--- src/rtl/rmsh_pkg.sv ---
package rmsh_pkg;

	// cmd codes
	localparam logic CMD_CLEAR = 1'b0;
	localparam logic CMD_ADD   = 1'b1;

	// classification of one queued transaction, produced by the front end
	typedef struct packed {
		logic clr;   // cmd 0: clear all accumulators
		logic neg;   // sample below zero
		logic zero;  // sample equal to zero
	} cls_t;

endpackage

--- src/rtl/rmsh_front.sv ---
module rmsh_front import rmsh_pkg::*; #(
	parameter int SAMPLE_BITS = 16
) (
	input  logic                          clk,
	input  logic                          arst_n,
	input  logic                          valid,
	output logic                          stall,
	input  logic                          cmd,
	input  logic signed [SAMPLE_BITS-1:0] sample,
	input  logic                          pop,
	output logic                          q_valid,
	output cls_t                          q_cls,
	output logic        [SAMPLE_BITS-1:0] q_mag,
	output logic        [SAMPLE_BITS-1:0] q_sample
);

	localparam int SW = SAMPLE_BITS;

	cls_t          cls_in;
	logic [SW-1:0] mag_in;
	logic          push;

	cls_t          ent_cls_q [2];
	logic [SW-1:0] ent_mag_q [2];
	logic [SW-1:0] ent_smp_q [2];
	logic          wp_q;
	logic          rp_q;
	logic [1:0]    fill_q;

	assign cls_in.clr  = (cmd == CMD_CLEAR);
	assign cls_in.neg  = sample[SW-1];
	assign cls_in.zero = (sample == '0);
	// magnitude of the most negative code still fits as unsigned
	assign mag_in = sample[SW-1] ? (~sample + 1'b1) : sample;

	assign stall   = fill_q[1];
	assign push    = valid & ~stall;
	assign q_valid = (fill_q != 2'd0);
	assign q_cls    = ent_cls_q[rp_q];
	assign q_mag    = ent_mag_q[rp_q];
	assign q_sample = ent_smp_q[rp_q];

	always_ff @(posedge clk or negedge arst_n) begin
		if (!arst_n) begin
			wp_q   <= 1'b0;
			rp_q   <= 1'b0;
			fill_q <= 2'd0;
		end else begin
			if (push)
				wp_q <= ~wp_q;
			if (pop)
				rp_q <= ~rp_q;
			if (push && !pop)
				fill_q <= fill_q + 2'd1;
			else if (pop && !push)
				fill_q <= fill_q - 2'd1;
		end
	end

	always_ff @(posedge clk) begin
		if (push) begin
			ent_cls_q[wp_q] <= cls_in;
			ent_mag_q[wp_q] <= mag_in;
			ent_smp_q[wp_q] <= sample;
		end
	end

endmodule

--- src/rtl/rmsh_div.sv ---
module rmsh_div #(
	parameter int DW  = 80,
	parameter int DVW = 48
) (
	input  logic           clk,
	input  logic           arst_n,
	input  logic           start,
	input  logic [DW-1:0]  dividend,
	input  logic [DVW-1:0] divisor,
	output logic           done,
	output logic [DW-1:0]  quotient
);

	localparam int CTW = $clog2(DW);

	logic           busy_q;
	logic           done_q;
	logic [CTW-1:0] step_q;
	logic [DVW:0]   rem_q;
	logic [DW-1:0]  quo_q;
	logic [DVW-1:0] dvs_q;

	logic [DVW:0]   rem_sh;
	logic           ge;
	logic [DVW:0]   rem_n;

	// restoring division, one quotient bit per cycle
	assign rem_sh = {rem_q[DVW-1:0], quo_q[DW-1]};
	assign ge     = (rem_sh >= {1'b0, dvs_q});
	assign rem_n  = ge ? (rem_sh - {1'b0, dvs_q}) : rem_sh;

	assign done     = done_q;
	assign quotient = quo_q;

	always_ff @(posedge clk or negedge arst_n) begin
		if (!arst_n) begin
			busy_q <= 1'b0;
			done_q <= 1'b0;
			step_q <= '0;
		end else begin
			done_q <= 1'b0;
			if (start) begin
				busy_q <= 1'b1;
				step_q <= '0;
			end else if (busy_q) begin
				step_q <= step_q + 1'b1;
				if (step_q == CTW'(DW - 1)) begin
					busy_q <= 1'b0;
					done_q <= 1'b1;
				end
			end
		end
	end

	always_ff @(posedge clk) begin
		if (start) begin
			rem_q <= '0;
			quo_q <= dividend;
			dvs_q <= divisor;
		end else if (busy_q) begin
			rem_q <= rem_n;
			quo_q <= {quo_q[DW-2:0], ge};
		end
	end

endmodule

--- src/rtl/rmsh_back.sv ---
module rmsh_back import rmsh_pkg::*; #(
	parameter int COUNT_BITS  = 24,
	parameter int SAMPLE_BITS = 16,
	parameter int FRAC_BITS   = 8
) (
	input  logic                   clk,
	input  logic                   arst_n,
	input  logic                   q_valid,
	input  cls_t                   q_cls,
	input  logic [SAMPLE_BITS-1:0] q_mag,
	input  logic [SAMPLE_BITS-1:0] q_sample,
	output logic                   pop,
	output logic                   result_valid,
	input  logic                   result_stall,
	output logic [COUNT_BITS-1:0]  count,
	output logic [SAMPLE_BITS-1:0] mean,
	output logic [SAMPLE_BITS-1:0] std_dev,
	output logic [SAMPLE_BITS-1:0] harmonic_mean,
	output logic                   harmonic_valid,
	output logic                   overflow
);

	localparam int CW  = COUNT_BITS;
	localparam int SW  = SAMPLE_BITS;
	localparam int F   = FRAC_BITS;
	localparam int VW  = SW + CW;
	localparam int QW  = 2 * SW + CW;
	localparam int RW  = SW + F + CW;
	localparam int PW  = 2 * SW + 2 * CW;
	localparam int HW  = CW + 3 * F + 1;
	localparam int DW  = (PW > HW) ? PW : HW;
	localparam int DVW = (RW > 2 * CW) ? RW : 2 * CW;
	localparam int SCW = $clog2(SW);

	localparam logic [DW-1:0]     RCP_NUM = DW'(1) << (3 * F);
	localparam logic [SW+F-1:0]   RCP_LIM = '1;
	localparam logic [DW-1:0]     HALF    = DW'(1) << (SW - 1);

	localparam logic [3:0] S_IDLE = 4'd0;
	localparam logic [3:0] S_RCP  = 4'd1;
	localparam logic [3:0] S_STAT = 4'd2;
	localparam logic [3:0] S_MEAN = 4'd3;
	localparam logic [3:0] S_MUL1 = 4'd4;
	localparam logic [3:0] S_MUL2 = 4'd5;
	localparam logic [3:0] S_MUL3 = 4'd6;
	localparam logic [3:0] S_VAR  = 4'd7;
	localparam logic [3:0] S_SQRT = 4'd8;
	localparam logic [3:0] S_HM   = 4'd9;
	localparam logic [3:0] S_HDIV = 4'd10;
	localparam logic [3:0] S_OUT  = 4'd11;

	logic [3:0]     st_q;
	logic [CW-1:0]  cnt_q;
	logic [VW-1:0]  vsum_q;
	logic [QW-1:0]  sq_q;
	logic [RW-1:0]  rs_q;
	logic           hok_q;
	logic           ovf_q;
	logic           rvalid_q;

	logic [VW-1:0]  mag_q;
	logic [PW-1:0]  a_q;
	logic [PW-1:0]  ma_q;
	logic [VW-1:0]  mb_q;
	logic [PW-1:0]  mp_q;
	logic [2*SW-1:0] x_q;
	logic [SW+1:0]  rem_q;
	logic [SW-1:0]  root_q;
	logic [SCW-1:0] sc_q;
	logic [SW-1:0]  mean_q;
	logic [SW-1:0]  sd_q;
	logic [SW-1:0]  hm_q;
	logic           hv_q;
	logic [CW-1:0]  count_o_q;
	logic [SW-1:0]  mean_o_q;
	logic [SW-1:0]  sd_o_q;
	logic [SW-1:0]  hm_o_q;
	logic           hv_o_q;
	logic           ovf_o_q;

	logic           div_start;
	logic [DW-1:0]  div_a;
	logic [DVW-1:0] div_b;
	logic           div_done;
	logic [DW-1:0]  div_q;

	logic           full;
	logic           rcp_go;
	logic [VW-1:0]  mag_c;
	logic           mul_done;
	logic           var_skip;
	logic           var_big;
	logic           hm_go;
	logic           out_free;
	logic [DW-1:0]  qm_sat;
	logic [SW+F-1:0] rc_sat;
	logic [SW+1:0]  rem_t;
	logic [SW+1:0]  trial;
	logic           sq_ge;
	logic [SW-1:0]  root_n;

	assign full     = (cnt_q == '1);
	assign rcp_go   = !q_cls.clr && !full && hok_q && !q_cls.neg && !q_cls.zero;
	assign mag_c    = vsum_q[VW-1] ? (~vsum_q + 1'b1) : vsum_q;
	assign mul_done = (mb_q == '0);
	assign var_skip = (vsum_q == '0) || (a_q < mp_q);
	assign var_big  = |div_q[DW-1:2*SW];
	assign hm_go    = hok_q && (rs_q != '0);
	assign out_free = !rvalid_q || !result_stall;
	assign pop      = (st_q == S_IDLE) && q_valid;

	assign qm_sat = vsum_q[VW-1] ? ((div_q > HALF) ? HALF : div_q)
	                             : ((div_q > HALF - 1'b1) ? HALF - 1'b1 : div_q);
	assign rc_sat = (div_q > DW'(RCP_LIM)) ? RCP_LIM : div_q[SW+F-1:0];

	// digit-by-digit square root, two radicand bits per step
	assign rem_t  = {rem_q[SW-1:0], x_q[2*SW-1:2*SW-2]};
	assign trial  = {root_q, 2'b01};
	assign sq_ge  = (rem_t >= trial);
	assign root_n = {root_q[SW-2:0], sq_ge};

	always_comb begin
		div_start = 1'b0;
		div_a     = '0;
		div_b     = '0;
		unique case (st_q)
			S_IDLE: begin
				if (q_valid && rcp_go) begin
					div_start = 1'b1;
					div_a     = RCP_NUM;
					div_b     = DVW'(q_mag);
				end
			end
			S_STAT: begin
				if (cnt_q != '0) begin
					div_start = 1'b1;
					div_a     = DW'(mag_c);
					div_b     = DVW'(cnt_q);
				end
			end
			S_MUL3: begin
				if (mul_done) begin
					div_start = 1'b1;
					div_a     = DW'(a_q);
					div_b     = DVW'(mp_q[2*CW-1:0]);
				end
			end
			S_HM: begin
				if (hm_go) begin
					div_start = 1'b1;
					div_a     = DW'(cnt_q) << (3 * F);
					div_b     = DVW'(rs_q);
				end
			end
			default: ;
		endcase
	end

	rmsh_div #(
		.DW  (DW),
		.DVW (DVW)
	) u_div (
		.clk      (clk),
		.arst_n   (arst_n),
		.start    (div_start),
		.dividend (div_a),
		.divisor  (div_b),
		.done     (div_done),
		.quotient (div_q)
	);

	always_ff @(posedge clk or negedge arst_n) begin
		if (!arst_n) begin
			st_q     <= S_IDLE;
			cnt_q    <= '0;
			vsum_q   <= '0;
			sq_q     <= '0;
			rs_q     <= '0;
			hok_q    <= 1'b1;
			ovf_q    <= 1'b0;
			rvalid_q <= 1'b0;
		end else begin
			if (st_q == S_OUT && out_free)
				rvalid_q <= 1'b1;
			else if (!result_stall)
				rvalid_q <= 1'b0;
			unique case (st_q)
				S_IDLE: begin
					if (q_valid) begin
						st_q <= S_STAT;
						if (q_cls.clr) begin
							cnt_q  <= '0;
							vsum_q <= '0;
							sq_q   <= '0;
							rs_q   <= '0;
							hok_q  <= 1'b1;
							ovf_q  <= 1'b0;
						end else if (full) begin
							ovf_q <= 1'b1;
						end else begin
							cnt_q  <= cnt_q + 1'b1;
							vsum_q <= vsum_q + {{(VW-SW){q_sample[SW-1]}}, q_sample};
							sq_q   <= sq_q + QW'(q_mag) * QW'(q_mag);
							if (hok_q) begin
								if (q_cls.neg || q_cls.zero)
									hok_q <= 1'b0;
								else
									st_q <= S_RCP;
							end
						end
					end
				end
				S_RCP: begin
					if (div_done) begin
						rs_q <= rs_q + RW'(rc_sat);
						st_q <= S_STAT;
					end
				end
				S_STAT: st_q <= (cnt_q == '0) ? S_OUT : S_MEAN;
				S_MEAN: if (div_done) st_q <= S_MUL1;
				S_MUL1: if (mul_done) st_q <= S_MUL2;
				S_MUL2: if (mul_done) st_q <= var_skip ? S_HM : S_MUL3;
				S_MUL3: if (mul_done) st_q <= S_VAR;
				S_VAR:  if (div_done) st_q <= var_big ? S_HM : S_SQRT;
				S_SQRT: if (sc_q == SCW'(SW - 1)) st_q <= S_HM;
				S_HM:   st_q <= hm_go ? S_HDIV : S_OUT;
				S_HDIV: if (div_done) st_q <= S_OUT;
				S_OUT: begin
					if (out_free)
						st_q <= S_IDLE;
				end
				default: st_q <= S_IDLE;
			endcase
		end
	end

	always_ff @(posedge clk) begin
		// shift-add multiplier runs until the multiplier operand is used up
		if (mb_q != '0) begin
			if (mb_q[0])
				mp_q <= mp_q + ma_q;
			ma_q <= ma_q << 1;
			mb_q <= mb_q >> 1;
		end
		case (st_q)
			S_STAT: begin
				mag_q  <= mag_c;
				mean_q <= '0;
				sd_q   <= '0;
				hm_q   <= '0;
				hv_q   <= 1'b0;
			end
			S_MEAN: begin
				if (div_done) begin
					mean_q <= vsum_q[VW-1] ? (~qm_sat[SW-1:0] + 1'b1) : qm_sat[SW-1:0];
					ma_q   <= PW'(sq_q);
					mb_q   <= VW'(cnt_q);
					mp_q   <= '0;
				end
			end
			S_MUL1: begin
				if (mul_done) begin
					a_q  <= mp_q;
					ma_q <= PW'(mag_q);
					mb_q <= mag_q;
					mp_q <= '0;
				end
			end
			S_MUL2: begin
				if (mul_done && !var_skip) begin
					a_q  <= a_q - mp_q;
					ma_q <= PW'(cnt_q);
					mb_q <= VW'(cnt_q);
					mp_q <= '0;
				end
			end
			S_VAR: begin
				if (div_done) begin
					if (var_big)
						sd_q <= '1;
					x_q    <= div_q[2*SW-1:0];
					rem_q  <= '0;
					root_q <= '0;
					sc_q   <= '0;
				end
			end
			S_SQRT: begin
				rem_q  <= sq_ge ? (rem_t - trial) : rem_t;
				root_q <= root_n;
				x_q    <= x_q << 2;
				sc_q   <= sc_q + 1'b1;
				if (sc_q == SCW'(SW - 1))
					sd_q <= root_n;
			end
			S_HDIV: begin
				if (div_done) begin
					hm_q <= (|div_q[DW-1:SW]) ? '1 : div_q[SW-1:0];
					hv_q <= 1'b1;
				end
			end
			S_OUT: begin
				if (out_free) begin
					count_o_q <= cnt_q;
					mean_o_q  <= mean_q;
					sd_o_q    <= sd_q;
					hm_o_q    <= hm_q;
					hv_o_q    <= hv_q;
					ovf_o_q   <= ovf_q;
				end
			end
			default: ;
		endcase
	end

	assign result_valid   = rvalid_q;
	assign count          = count_o_q;
	assign mean           = mean_o_q;
	assign std_dev        = sd_o_q;
	assign harmonic_mean  = hm_o_q;
	assign harmonic_valid = hv_o_q;
	assign overflow       = ovf_o_q;

endmodule

--- src/rtl/running_mean_stdev_harmonic.sv ---
// Running mean, population standard deviation and harmonic mean of signed
// Q8.8 samples. Each transaction either clears the accumulators (cmd 0) or
// adds a sample (cmd 1) and returns one result with the statistics so far.
// A two-entry queue parts the input side from the arithmetic back end, and a
// result register parts it from the output side. The back end handles one
// transaction at a time; its time is set by a shared bit-serial divider of
// DW bits (80 at default, the larger of 2*SAMPLE_BITS+2*COUNT_BITS and
// COUNT_BITS+3*FRAC_BITS+1) that runs up to four times (reciprocal, mean,
// variance, harmonic mean), a shift-add multiplier of up to COUNT_BITS,
// SAMPLE_BITS+COUNT_BITS and COUNT_BITS steps and a SAMPLE_BITS-step square
// root. A clear skips the divider, multiplier and square root. Results
// truncate and saturate.
module running_mean_stdev_harmonic import rmsh_pkg::*; #(
	parameter int COUNT_BITS  = 24,
	parameter int SAMPLE_BITS = 16,
	parameter int FRAC_BITS   = 8
) (
	input  logic                          clk,
	input  logic                          arst_n,
	input  logic                          sample_valid,
	output logic                          sample_stall,
	input  logic                          cmd,
	input  logic signed [SAMPLE_BITS-1:0] sample,
	output logic                          result_valid,
	input  logic                          result_stall,
	output logic        [COUNT_BITS-1:0]  count,
	output logic signed [SAMPLE_BITS-1:0] mean,
	output logic        [SAMPLE_BITS-1:0] std_dev,
	output logic        [SAMPLE_BITS-1:0] harmonic_mean,
	output logic                          harmonic_valid,
	output logic                          overflow
);

	logic                   q_valid;
	cls_t                   q_cls;
	logic [SAMPLE_BITS-1:0] q_mag;
	logic [SAMPLE_BITS-1:0] q_sample;
	logic                   pop;
	logic [SAMPLE_BITS-1:0] mean_u;

	rmsh_front #(
		.SAMPLE_BITS (SAMPLE_BITS)
	) u_front (
		.clk      (clk),
		.arst_n   (arst_n),
		.valid    (sample_valid),
		.stall    (sample_stall),
		.cmd      (cmd),
		.sample   (sample),
		.pop      (pop),
		.q_valid  (q_valid),
		.q_cls    (q_cls),
		.q_mag    (q_mag),
		.q_sample (q_sample)
	);

	rmsh_back #(
		.COUNT_BITS  (COUNT_BITS),
		.SAMPLE_BITS (SAMPLE_BITS),
		.FRAC_BITS   (FRAC_BITS)
	) u_back (
		.clk            (clk),
		.arst_n         (arst_n),
		.q_valid        (q_valid),
		.q_cls          (q_cls),
		.q_mag          (q_mag),
		.q_sample       (q_sample),
		.pop            (pop),
		.result_valid   (result_valid),
		.result_stall   (result_stall),
		.count          (count),
		.mean           (mean_u),
		.std_dev        (std_dev),
		.harmonic_mean  (harmonic_mean),
		.harmonic_valid (harmonic_valid),
		.overflow       (overflow)
	);

	assign mean = $signed(mean_u);

	a_hv_count: assert property (@(posedge clk) disable iff (!arst_n)
		result_valid |-> (!harmonic_valid || count != '0))
		else $error("harmonic_valid with empty count");

	a_hm_zero: assert property (@(posedge clk) disable iff (!arst_n)
		(result_valid && !harmonic_valid) |-> (harmonic_mean == '0))
		else $error("harmonic_mean nonzero while invalid");

	a_empty: assert property (@(posedge clk) disable iff (!arst_n)
		(result_valid && count == '0) |-> (mean == '0 && std_dev == '0))
		else $error("statistics nonzero with empty count");

endmodule
--- config.mk ---
export PLATFORM = sky130hd
export DESIGN_NAME = running_mean_stdev_harmonic
export DESIGN_NICKNAME = d
export VERILOG_FILES = /design/src/rtl/rmsh_pkg.sv /design/src/rtl/rmsh_front.sv /design/src/rtl/rmsh_div.sv /design/src/rtl/rmsh_back.sv /design/src/rtl/running_mean_stdev_harmonic.sv
export SDC_FILE = /design/constraint.sdc
export NUM_CORES = 2
export LEC_CHECK = 0
export BUFFER_PORTS_ARGS = -buffer_cell sky130_fd_sc_hd__buf_2
export CAP_MARGIN = 25
export CORE_MARGIN = 2
export CORE_UTILIZATION = 55
export CTS_BUF_LIST = sky130_fd_sc_hd__clkbuf_4
export DETAILED_ROUTE_END_ITERATION = 16
export GPL_ROUTABILITY_DRIVEN = 0
export PLACE_DENSITY = 0.71
export SETUP_SLACK_MARGIN = 0.5
export SLEW_MARGIN = 15
export SYNTH_ARGS = -nofsm -noshare
export SYNTH_HDL_FRONTEND = slang
export SYNTH_SLANG_ARGS = --single-unit
--- constraint.sdc ---
create_clock -name clk -period 10.4 [get_ports clk]
set_clock_uncertainty 0.1 [all_clocks]
set_input_delay 1.56 -clock clk [delete_from_list [all_inputs] [get_ports clk]]
set_output_delay 1.56 -clock clk [all_outputs]
set_load 0.005 [all_outputs]
==> run_results.csv <==
group,metric,value,unit
outcome,outcome,"completed",
global_route,grt_overflow,0,
place,io_buffers,96,
floorplanning,design.die.area,122600,um^2
worst_setup_path,critPathLaunchType,"register",
synthesis,synthAdderAreaFrac,13.68,%
synthesis,syn_area,65900,um^2
synthesis,synthArstFlopShare,19.98,%
timing,worst_pin_slew,1.261,ns
synthesis,synthXorXnorAreaFrac,5.037,%
synthesis,yosysWarnings,0,
finish,nets,7955,
clock_network,path_clk_slew,0.06,ns
clock_network,cts_tree,"done",
clock_network,cts_hold_buf,0,
global_route,grt_pass1_wl,311500,um
global_route,grt_pass1_vias,54190,
timing,relSlewSlack,15.96,%
clock_network,clock_sinks,941,
worst_setup_path,worstRegToRegCells,26,
detailed_routing,vias,57240,
synthesis,yosysMostFrequentCell,"nand2_1",
synthesis,syn_area_per_cell,9.103,um^2
synthesis,ys_seq_area_share,37.69,%
job,maxCapViolCount,0,
detailed_routing,wl,204200,um
synthesis,synthCells,7239,
global_route,grt_max_degree,100,
detailed_routing,first_pass_iters,9,
detailed_routing,ant_nets,0,
clock_network,cts_setup_buffers,0,
synthesis,synth_top_area_share,23.01,%
synthesis,synth_seq_cells,941,
synthesis,yosys.area_share.simple,14.91,%
place,hpwl,150600,um
detailed_routing,drc,0,
timing,setup_viol_count_final,0,
timing,fin_crit,8.535,ns
worst_setup_path,cp_slowest_cell,"a21oi_1",
synthesis,synth_compound_area_share,20.41,%
finish,drive_above_1_share,10.87,%
hold_path,worstHoldPathType,"input port to asynchronous set/reset pin",
timing,finalHoldViolations,0,
floorplanning,die_y,350.1,um
timing,rsz0062_at_grt,"false",
synthesis,synth_area_leader_cell,"edfxtp_1",
worst_setup_path,crit_fanout,25,
finish,area_delta_synth_final,8.316,%
synthesis,synth_area_leaders,"edfxtp_1, ha_1, dfxtp_1",
synthesis,synth_nets,7861,
global_route,track_usage,32.80,%
synthesis,synth_top_family_by_area,"compound AO/OA/AOI/OAI gates",
synthesis,yosys-mux-area-fraction,2.402,%
timing,finalMaxSlewViolations,0,
global_route,antenna_found_initial,16,
worst_setup_path,worstPathArrival,9.48,ns
detailed_routing,viasPerCell,6.255,
floorplanning,coreArea,118400,um^2
floorplanning,num_rows,126,
worst_setup_path,critPathKind,"register to register",
detailed_routing,wire_per_inst,22.31,um
synthesis,synth_edf_count,505,
worst_setup_path,timing.rr.start,"u_front.rp_q$_DFFE_PN0P_",
clock_network,cts.repair.resized,0,
floorplanning,boundaryPins,97,
clock_network,cts_root_buffer,"clkbuf_4",
synthesis,synth_ff_type,"edfxtp_1",
clock_network,htreeDepth,5,
clock_network,cts_inserted_buffers,280,
synthesis,ys_top_cells_by_count,"nand2_1, inv_1, nor2_1",
timing,fmax,0.1172,GHz
timing,final.setup.tns,0,ns
clock_network,clkLatencyLatePin,1.28,ns
worst_setup_path,cpPeakStageDelay,0.79,ns
worst_setup_path,required,11.34,ns
synthesis,ys_types,104,
clock_network,clock_path_buffers,4,
floorplanning,floorplan.initialDensity,55.66,%
floorplanning,dieWidth,350.1,um
timing,fin_crit_sh,82.07,%
worst_setup_path,rr_endpoint,"u_back.sq_q[43]$_DFFE_PN0P_",
worst_setup_path,cp_common_cell,"fa_1",
worst_setup_path,r2r_slack,1.86,ns
worst_setup_path,worstSetupEndpointType,"register",
detailed_routing,drtIter0Drc,6819,
## worst max-delay path: cells and delay by family (launching register included)
family                     cells  cell delay (ns)
AOI/OAI and AO/OA              8             2.27
xor gates and xnor gates       1             0.19
adders and majority gates      7             3.40
buffers and inverters          6             0.97
DFF                            1             0.56
muxes                          1             0.40
and+or+nand+nor                3             0.46
## area by class of cell
type / instances / area, um^2
clock buffer: 408 / 3063
inverter: 613 / 2303
tap: 1600 / 2002
sequential: 941 / 24850
antenna: 16 / 40.04
multi-input combinational: 5297 / 37370
fill: 10190 / 47020
clock inverter: 76 / 440.4
timing repair buffer: 200 / 1313
## sequential cells by signal, indices dropped and copies added (netlist names), 24 cells and up
register               count
u_back.x_q                32
u_back.u_div.dvs_q        48
u_front.ent_smp_q         30
u_back.a_q                80
u_back.u_div.quotient     80
u_back.vsum_q             40
u_back.mb_q               40
u_back.count              24
u_back.sq_q               56
u_back.cnt_q              24
u_back.mag_q              40
u_back.u_div.rem_q        48
u_back.mp_q               80
u_front.ent_mag_q         30
u_back.rs_q               48
u_back.ma_q               80
## placed cells by master, fill, tap and decap left out, types with 187 or more instances in the layout
master	count
a21o_1	187
dfxtp_1	247
a21oi_1	484
nand2_1	830
o21ai_0	469
inv_1	607
ha_1	402
fa_1	199
clkbuf_4	410
xnor2_1	238
nor2_1	530
edfxtp_1	505
## cell families after synthesis
group | count (synthesis)
AO/OA/AOI/OAI | 2030
multiplexers | 154
XOR/XNOR | 379
adder cells (fa/ha/maj) | 601
flip-flops | 941
buffers and inverters | 1001
AND/OR/NAND/NOR | 2133
## routing by layer
layer	vias up	wire, um	GRT usage (%)
li1	26220	-	-
met2	2988	86420	48.42
met3	652	23940	9.373
met1	27380	82790	43.89
met4	6	10970	16.83
met5	-	39	0
## how the worst max path moves through the flow
stage | from | endpoint | cells after the start | slack [ns]
floorplan | result_stall | u_back.count[0]$_DFFE_PP_ | 1 | 2.66
global placement | u_front.rp_q$_DFFE_PN0P_ | u_back.sq_q[43]$_DFFE_PN0P_ | 26 | 2.11
detailed placement | u_front.rp_q$_DFFE_PN0P_ | u_back.sq_q[45]$_DFFE_PN0P_ | 26 | 1.93
CTS | u_front.rp_q$_DFFE_PN0P_ | u_back.sq_q[43]$_DFFE_PN0P_ | 26 | 1.92
global route | u_front.rp_q$_DFFE_PN0P_ | u_back.sq_q[45]$_DFFE_PN0P_ | 26 | 1.53
finish | u_front.rp_q$_DFFE_PN0P_ | u_back.sq_q[43]$_DFFE_PN0P_ | 26 | 1.86
## through the flow
| step | std cells | hold slack [ns] | util, % | instance area (um^2) | setup WS [ns] |
|---|---|---|---|---|---|
| 2_1_floorplan | 7239 | 0.3003 | - | 65900 | 2.655 |
| 3_3_place_gp | 8643 | 0.3009 | 57.21 | 67730 | 2.110 |
| 3_5_place_dp | 8646 | 0.3045 | 57.24 | 67770 | 1.931 |
| 4_1_cts | 9130 | 0.2095 | 60.20 | 71270 | 1.923 |
| 5_1_grt | 9143 | 0.2459 | 60.27 | 71360 | 1.526 |
| 6_report | 9151 | 0.2568 | 60.29 | 71380 | 1.865 |
Power is left out: the tool's default activity adds up to more than one toggle a clock period on the data nets, which glitch-free logic cannot reach.
